`config.mk`:
```
export PLATFORM = sky130hd
export DESIGN_NAME = bignum_signed_multiply_full
export DESIGN_NICKNAME = d
export VERILOG_FILES = /design/src/rtl/bsmf_pkg.sv /design/src/rtl/bsmf_mac.sv /design/src/rtl/bignum_signed_multiply_full.sv
export SDC_FILE = /design/constraint.sdc
export NUM_CORES = 2
export LEC_CHECK = 0
export BUFFER_PORTS_ARGS = -buffer_cell sky130_fd_sc_hd__buf_2
export CORE_UTILIZATION = 40
export CTS_BUF_LIST = sky130_fd_sc_hd__clkbuf_16
export CTS_CLUSTER_SIZE = 16
export DETAILED_ROUTE_END_ITERATION = 12
export PLACE_DENSITY_LB_ADDON = 0.15
export SETUP_SLACK_MARGIN = 0.5
export SLEW_MARGIN = 20
export SYNTH_ARGS = -nofsm -noshare
export SYNTH_HDL_FRONTEND = slang
export SYNTH_SLANG_ARGS = --single-unit
```
`constraint.sdc`:
```
create_clock -name aclk -period 19.18 [get_ports aclk]
set_input_delay 0.959 -clock aclk [delete_from_list [all_inputs] [get_ports aclk]]
set_output_delay 0.959 -clock aclk [all_outputs]
set_load 0.05 [all_outputs]
```
`src/rtl/bsmf_pkg.sv`:
```
package bsmf_pkg;

    localparam int WORD_W  = 16;
    localparam int LEN_W   = 6;
    localparam int CARRY_W = WORD_W + 1;
    localparam int ACC_W   = 2 * WORD_W + 1;
    localparam logic [LEN_W-1:0] LEN_RESET = LEN_W'(8);

    typedef struct packed {
        logic [WORD_W-1:0] a_word;
        logic [WORD_W-1:0] b_word;
    } bsmf_in_t;

    typedef struct packed {
        logic [WORD_W-1:0] product_word;
        logic              last_word;
    } bsmf_out_t;

endpackage

```
`src/rtl/bsmf_mac.sv`:
```
module bsmf_mac
    import bsmf_pkg::*;
(
    input  logic [WORD_W-1:0]  p_word,
    input  logic [WORD_W-1:0]  a_word,
    input  logic [WORD_W-1:0]  b_word,
    input  logic [CARRY_W-1:0] carry_in,
    output logic [ACC_W-1:0]   sum
);

    logic [2*WORD_W-1:0] prod;

    assign prod = a_word * b_word;
    assign sum  = ACC_W'(p_word) + ACC_W'(prod) + ACC_W'(carry_in);

endmodule

```
`src/rtl/bignum_signed_multiply_full.sv`:
```
// sequence: L requests load the operands (one per cycle), then a magnitude pass,
// then the multiply-accumulate runs through the single 16x16 mac unit, then each
// product word (2L words) is read from the store and loaded into the output register
// a new multiply is accepted only after the last product word has been loaded out
// reset: control state cleared, length 8, operand and product stores undefined
module bignum_signed_multiply_full
    import bsmf_pkg::*;
#(
    parameter int MAX_WORDS = 32
) (
    input  logic             aclk,
    input  logic             aresetn,
    input  logic             cfg_we,
    input  logic [LEN_W-1:0] cfg_wdata,
    input  logic             s_valid,
    output logic             s_ready,
    input  bsmf_in_t         s_data,
    output logic             m_valid,
    input  logic             m_ready,
    output bsmf_out_t        m_data
);

    localparam int IDX_W  = (MAX_WORDS > 1) ? $clog2(MAX_WORDS) : 1;
    localparam int PIDX_W = $clog2(2 * MAX_WORDS);
    localparam int CNT_W  = $clog2(MAX_WORDS + 1);
    localparam int OCNT_W = $clog2(2 * MAX_WORDS + 1);

    typedef enum logic [2:0] {
        S_LOAD,
        S_MAG,
        S_MAC,
        S_EMIT_RD,
        S_EMIT_LD
    } state_t;

    state_t state_reg;

    logic [LEN_W-1:0]     len_reg;
    logic [CNT_W-1:0]     load_cnt_reg;
    logic [MAX_WORDS-1:0] za_reg;
    logic [MAX_WORDS-1:0] zb_reg;
    logic                 run_za_reg;
    logic                 run_zb_reg;
    logic                 sign_a_reg;
    logic                 sign_b_reg;

    logic [CNT_W-1:0]     mag_cnt_reg;
    logic                 mv_reg;
    logic [IDX_W-1:0]     midx_reg;

    logic [IDX_W-1:0]     row_reg;
    logic [CNT_W-1:0]     col_reg;
    logic                 pv_reg;
    logic                 pfirst_reg;
    logic                 plast_reg;
    logic                 pzero_reg;
    logic [PIDX_W-1:0]    pidx_reg;
    logic [CARRY_W-1:0]   carry_reg;
    logic                 cw_reg;
    logic [PIDX_W-1:0]    cw_idx_reg;

    logic [OCNT_W-1:0]    ocnt_reg;
    logic                 nc_reg;
    logic                 m_valid_reg;
    bsmf_out_t            m_data_reg;

    logic [WORD_W-1:0] a_mem [MAX_WORDS];
    logic [WORD_W-1:0] b_mem [MAX_WORDS];
    logic [WORD_W-1:0] p_mem [2*MAX_WORDS];
    logic [WORD_W-1:0] a_rd_reg;
    logic [WORD_W-1:0] b_rd_reg;
    logic [WORD_W-1:0] p_rd_reg;

    logic [LEN_W-1:0]  len_clip;
    logic [CNT_W-1:0]  n_eff;
    logic              s_accept;
    logic              load_last;
    logic              za_cur;
    logic              zb_cur;
    logic              row_last;
    logic              issue;
    logic [PIDX_W-1:0] issue_idx;
    logic [OCNT_W-1:0] olast_idx;

    logic              a_we;
    logic [IDX_W-1:0]  a_waddr;
    logic [WORD_W-1:0] a_wdata;
    logic              b_we;
    logic [IDX_W-1:0]  b_waddr;
    logic [WORD_W-1:0] b_wdata;
    logic [IDX_W-1:0]  a_raddr;
    logic [IDX_W-1:0]  b_raddr;
    logic              p_we;
    logic [PIDX_W-1:0] p_waddr;
    logic [WORD_W-1:0] p_wdata;
    logic [PIDX_W-1:0] p_raddr;

    logic [WORD_W-1:0] mag_a;
    logic [WORD_W-1:0] mag_b;
    logic [WORD_W-1:0] p_in;
    logic [CARRY_W-1:0] carry_in;
    logic [ACC_W-1:0]  mac_sum;
    logic [WORD_W-1:0] out_word;

    always_comb begin
        if (len_reg == '0) begin
            len_clip = LEN_W'(1);
        end else if (len_reg > LEN_W'(MAX_WORDS)) begin
            len_clip = LEN_W'(MAX_WORDS);
        end else begin
            len_clip = len_reg;
        end
    end

    assign n_eff     = CNT_W'(len_clip);
    assign s_ready   = (state_reg == S_LOAD);
    assign s_accept  = s_valid && s_ready;
    assign load_last = (load_cnt_reg == n_eff - CNT_W'(1));
    assign za_cur    = (load_cnt_reg == '0) ? 1'b1 : run_za_reg;
    assign zb_cur    = (load_cnt_reg == '0) ? 1'b1 : run_zb_reg;
    assign row_last  = (CNT_W'(row_reg) == n_eff - CNT_W'(1));
    assign issue     = (state_reg == S_MAC) && (col_reg != n_eff);
    assign issue_idx = PIDX_W'(row_reg) + PIDX_W'(col_reg);
    assign olast_idx = OCNT_W'({n_eff, 1'b0}) - OCNT_W'(1);

    // magnitude: invert and add one where all lower words are zero
    assign mag_a = sign_a_reg ? (~a_rd_reg + WORD_W'(za_reg[midx_reg])) : a_rd_reg;
    assign mag_b = sign_b_reg ? (~b_rd_reg + WORD_W'(zb_reg[midx_reg])) : b_rd_reg;

    assign a_we    = mv_reg || s_accept;
    assign a_waddr = mv_reg ? midx_reg : load_cnt_reg[IDX_W-1:0];
    assign a_wdata = mv_reg ? mag_a : s_data.a_word;
    assign b_we    = mv_reg || s_accept;
    assign b_waddr = mv_reg ? midx_reg : load_cnt_reg[IDX_W-1:0];
    assign b_wdata = mv_reg ? mag_b : s_data.b_word;
    assign a_raddr = (state_reg == S_MAC) ? row_reg : mag_cnt_reg[IDX_W-1:0];
    assign b_raddr = (state_reg == S_MAC) ? col_reg[IDX_W-1:0] : mag_cnt_reg[IDX_W-1:0];

    // first row starts from an all-zero product
    assign p_in     = pzero_reg ? '0 : p_rd_reg;
    assign carry_in = pfirst_reg ? '0 : carry_reg;

    bsmf_mac u_mac (
        .p_word   (p_in),
        .a_word   (a_rd_reg),
        .b_word   (b_rd_reg),
        .carry_in (carry_in),
        .sum      (mac_sum)
    );

    assign p_we    = pv_reg || cw_reg;
    assign p_waddr = pv_reg ? pidx_reg : cw_idx_reg;
    assign p_wdata = pv_reg ? mac_sum[WORD_W-1:0] : carry_reg[WORD_W-1:0];
    assign p_raddr = (state_reg == S_MAC) ? issue_idx : ocnt_reg[PIDX_W-1:0];

    // product negation rippled while streaming out
    assign out_word = (sign_a_reg ^ sign_b_reg) ? (~p_rd_reg + WORD_W'(nc_reg)) : p_rd_reg;

    always_ff @(posedge aclk) begin
        if (a_we) begin
            a_mem[a_waddr] <= a_wdata;
        end
        if (b_we) begin
            b_mem[b_waddr] <= b_wdata;
        end
        a_rd_reg <= a_mem[a_raddr];
        b_rd_reg <= b_mem[b_raddr];
    end

    always_ff @(posedge aclk) begin
        if (p_we) begin
            p_mem[p_waddr] <= p_wdata;
        end
        p_rd_reg <= p_mem[p_raddr];
    end

    always_ff @(posedge aclk) begin
        if (!aresetn) begin
            state_reg    <= S_LOAD;
            len_reg      <= LEN_RESET;
            load_cnt_reg <= '0;
            mv_reg       <= 1'b0;
            pv_reg       <= 1'b0;
            cw_reg       <= 1'b0;
            m_valid_reg  <= 1'b0;
        end else begin
            mv_reg <= 1'b0;
            pv_reg <= 1'b0;
            cw_reg <= pv_reg && plast_reg;
            if (pv_reg) begin
                carry_reg <= mac_sum[ACC_W-1:WORD_W];
                if (plast_reg) begin
                    cw_idx_reg <= pidx_reg + PIDX_W'(1);
                end
            end
            if (m_valid_reg && m_ready) begin
                m_valid_reg <= 1'b0;
            end

            unique case (state_reg)
                S_LOAD: begin
                    if (s_accept) begin
                        za_reg[load_cnt_reg[IDX_W-1:0]] <= za_cur;
                        zb_reg[load_cnt_reg[IDX_W-1:0]] <= zb_cur;
                        run_za_reg <= za_cur && (s_data.a_word == '0);
                        run_zb_reg <= zb_cur && (s_data.b_word == '0);
                        if (load_last) begin
                            sign_a_reg   <= s_data.a_word[WORD_W-1];
                            sign_b_reg   <= s_data.b_word[WORD_W-1];
                            load_cnt_reg <= '0;
                            mag_cnt_reg  <= '0;
                            state_reg    <= S_MAG;
                        end else begin
                            load_cnt_reg <= load_cnt_reg + CNT_W'(1);
                        end
                    end
                end
                S_MAG: begin
                    if (mag_cnt_reg != n_eff) begin
                        mv_reg      <= 1'b1;
                        midx_reg    <= mag_cnt_reg[IDX_W-1:0];
                        mag_cnt_reg <= mag_cnt_reg + CNT_W'(1);
                    end else begin
                        row_reg   <= '0;
                        col_reg   <= '0;
                        state_reg <= S_MAC;
                    end
                end
                S_MAC: begin
                    if (issue) begin
                        pv_reg     <= 1'b1;
                        pidx_reg   <= issue_idx;
                        pfirst_reg <= (col_reg == '0);
                        plast_reg  <= (col_reg == n_eff - CNT_W'(1));
                        pzero_reg  <= (row_reg == '0);
                        col_reg    <= col_reg + CNT_W'(1);
                    end else if (row_last) begin
                        ocnt_reg  <= '0;
                        nc_reg    <= 1'b1;
                        state_reg <= S_EMIT_RD;
                    end else begin
                        row_reg <= row_reg + IDX_W'(1);
                        col_reg <= '0;
                    end
                end
                S_EMIT_RD: begin
                    state_reg <= S_EMIT_LD;
                end
                S_EMIT_LD: begin
                    if (!m_valid_reg || m_ready) begin
                        m_valid_reg             <= 1'b1;
                        m_data_reg.product_word <= out_word;
                        m_data_reg.last_word    <= (ocnt_reg == olast_idx);
                        nc_reg                  <= nc_reg && (p_rd_reg == '0);
                        ocnt_reg                <= ocnt_reg + OCNT_W'(1);
                        if (ocnt_reg == olast_idx) begin
                            state_reg <= S_LOAD;
                        end else begin
                            state_reg <= S_EMIT_RD;
                        end
                    end
                end
                default: begin
                    state_reg <= S_LOAD;
                end
            endcase

            // new length abandons a partly loaded run
            if (cfg_we) begin
                len_reg      <= cfg_wdata;
                load_cnt_reg <= '0;
            end
        end
    end

    assign m_valid = m_valid_reg;
    assign m_data  = m_data_reg;

endmodule
```
==> out/qor.csv <==
stage,metric,value,unit
worst_hold_path,whs_endpoint,len_reg[3],
yosys,synth_top_cell_by_area,edfxtp_1,
clock_network,cts_sinks,2262,
yosys,synthAdderAreaFrac,6.30,%
clock_network,hold_buffers,0,
worst_hold_path,min_path_type,input pin to flip-flop,
yosys,synth_area_per_cell,17.4,um2
timing,post-route-min-period,6.97,ns
clock_network,clock_latency,0.88,ns
floorplan,rows,182,
yosys,synth_top_family_by_area,multiplexers,
clock_network,cts_tree,yes,
worst_setup_path,regToRegSetupSlack,12.21,ns
routing,first_pass_iters,6,
routing,vias,51300,
yosys,synth_cells,5679,
clock_network,postCtsSetupRepairBufs,0,
routing,via_per_inst,5.53,
global_routing,grt_pass1_wl,379000,um
yosys,yosysMostFrequentCell,edfxtp_1,
timing,tns,0,ns
placement,dpl.hpwl,158000,um
worst_hold_path,whs_path_depth,3,
yosys,netlist.area_leader.share,66.7,%
worst_setup_path,r2r-end,p_mem[19][14],
global_routing,grt_start_max_net_pins,110,
timing,hold_viol_final,0,
run,cap_viol_max_count,0,
placement,dp_slack,12.21,ns
yosys,syn_area,98800,um2
routing,wl_per_cell,28.1,um
yosys,synthMuxAreaShare,13.8,%
floorplan,design.core.area,246000,um2
placement,gp_congestion,0.847,
finish,nets,6250,
yosys,synthTopCellsByCount,"2,195 x edfxtp_1, 532 x mux4_2, 482 x nand2_1, 355 x nor2_1, 335 x inv_1",
worst_setup_path,cp.required,19.73,ns
timing,worst_pin_slew,1.08,ns
clock_network,cts_repair_resize_count,0,
clock_network,cts-root-buf,clkbuf_16,
timing,fmax,0.143,GHz
timing,rsz0062_at_grt,false,
yosys,seq_area_frac_synth,68.1,%
worst_setup_path,critPathKind,flip-flop to flip-flop,
run_status,status,"complete, no violations",
timing,worst_clock_skew,0.0687,ns
routing,routed_wl,261000,um
yosys,synth_nets,6082,
floorplan,start_util,40.2,%
timing,max-slew-margin-rel,27.7,%
worst_setup_path,r2r_start,a_rd_reg[5],
yosys,synth-xor-area-share,1.06,%
yosys,synthFlopType,edfxtp_1,
worst_setup_path,reg2reg_depth,20,
worst_hold_path,min-delay-start,cfg_wdata[3],
floorplan,die_h,499,um
global_routing,grtUsageTotal,21.0,%
timing,setup_violations,0,
clock_network,clk_path_buf_depth,3,
finish,final_core_util,45.3,%
finish,syn_to_final_growth,12.7,%
floorplan,fp.dieW,499,um
clock_network,cts-buffers-inserted,231,
clock_network,clk_pin_slew,0.06,ns
global_routing,gr-total-overflow,0,
yosys,ys_seq_elements,2262,
finish,largest_reg_flops,1024,
finish,reg_top3,"p_mem (1024), a_mem (512), b_mem (512)",
worst_setup_path,arrival,7.53,ns
timing,fin_ws,12.21,ns
routing,drt_iter0_markers,4434,
worst_setup_path,worstPathMaxFanout,64,
floorplan,io_pins,62,
floorplan,die_area,249000,um2
timing,post-route-period-util,36.4,%
finish,regMostFlops,p_mem,
worst_setup_path,cp-end-kind,flip-flop,
yosys,synth_area_leaders,"edfxtp_1 67%, mux4_2 12%, fa_1 4.6%",
placement,io_buffers,61,
yosys,synth_edf_count,2195,
yosys,yosys.area_share.simple,6.13,%
yosys,async_flop_share,0,%
global_routing,antenna_found_initial,9,
yosys,synth_compound_area_share,1.92,%
routing,drc,0,
global_routing,grt_pass1_vias,52700,
routing,antenna_left,0,
clock_network,htreeDepth,4,
yosys,synth_cell_types,72,
worst_setup_path,start_kind,flip-flop,
timing,slew_violations,0,
yosys,synth_warnings,0,
finish,drive_gt1_share,20.2,%
==> how the worst max path moves through the flow <==
stage / start / to
floorplan: a_rd_reg[7] / p_mem[0][15]
global placement: a_rd_reg[6] / p_mem[22][14]
detailed placement: a_rd_reg[10] / p_mem[18][14]
CTS: a_rd_reg[10] / p_mem[61][14]
global route: a_rd_reg[7] / p_mem[60][14]
finish: a_rd_reg[5] / p_mem[19][14]
==> critical path, cell delays in order (launching register included) <==
cell,delay [ns]
dfxtp_1,0.85
and2_1,0.25
fa_1,0.41
inv_1,0.08
fa_1,0.43
fa_1,0.50
fa_1,0.55
inv_1,0.05
fa_1,0.47
inv_1,0.05
fa_1,0.48
inv_1,0.04
ha_1,0.33
and3_1,0.22
and2_1,0.17
a221o_1,0.34
a31o_2,0.27
a31o_2,0.29
xor2_1,0.13
mux2_2,0.16
buf_4,0.53
==> cell families after synthesis <==
kind of cell,count (synthesis)
buffers and inverters,632
multiplexers,698
AND/OR/NAND/NOR,1320
adder cells (fa/ha/maj),360
AO/OA/AOI/OAI,288
XOR/XNOR,119
flip-flops,2262
==> final cells by class <==
type                            count  area (um2)
Timing Repair Buffer              232        1640
Multi-Input combinational cell   2785       29700
Antenna cell                        5        12.5
Clock inverter                    199        1650
Clock buffer                      233        5830
Inverter                          335        1260
Fill cell                       21200      134000
Tap cell                         3220        4030
Sequential cell                  2262       67300
==> metrics by stage <==
stage | instances | instance area [um2] | hold slack (ns)
final | 9271 | 111000 | 0.293
after global routing | 9268 | 111000 | 0.289
after floorplan | 5679 | 98800 | 0.424
after CTS | 9266 | 111000 | 0.215
after detailed placement | 8834 | 104000 | 0.495
after global placement | 8834 | 104000 | 0.497
==> layer usage <==
metal	track usage, %	vias to the layer above	routed length [um]
met4	5.66	4	6640
met5	0	-	27
met2	35.5	1362	130000
met3	2.60	350	12500
met1	28.7	27600	111000
li1	-	22000	-
==> cell usage in the layout (no fill, tap or decap), drive strengths merged, types with 8 or more instances in the layout <==
cell    netlist  layout
ha          131     131
xnor2        55      55
bufinv        0      22
o22ai        36      36
a21o         14      14
mux2i       145     145
clkinv        0     105
edfxtp     2195    2195
nor3         36      36
a21oi        90      90
a32oi        34      34
mux2         21      21
buf         139     232
nand4        39      39
and2        152     152
nand2       483     483
xor2         64      64
o21ai        36      36
o31ai        13      13
nor2b        12      12
mux4        532     532
nor2        356     356
and3         42      42
nand2b       43      43
nand3        98      98
dfxtp        67      67
clkbuf      158     233
fa          229     229
nor4         16      16
inv         335     400
a31oi         8       8
Power is not shown: default switching activity piles up to over one toggle a cycle in this logic, so the estimate is an artifact.
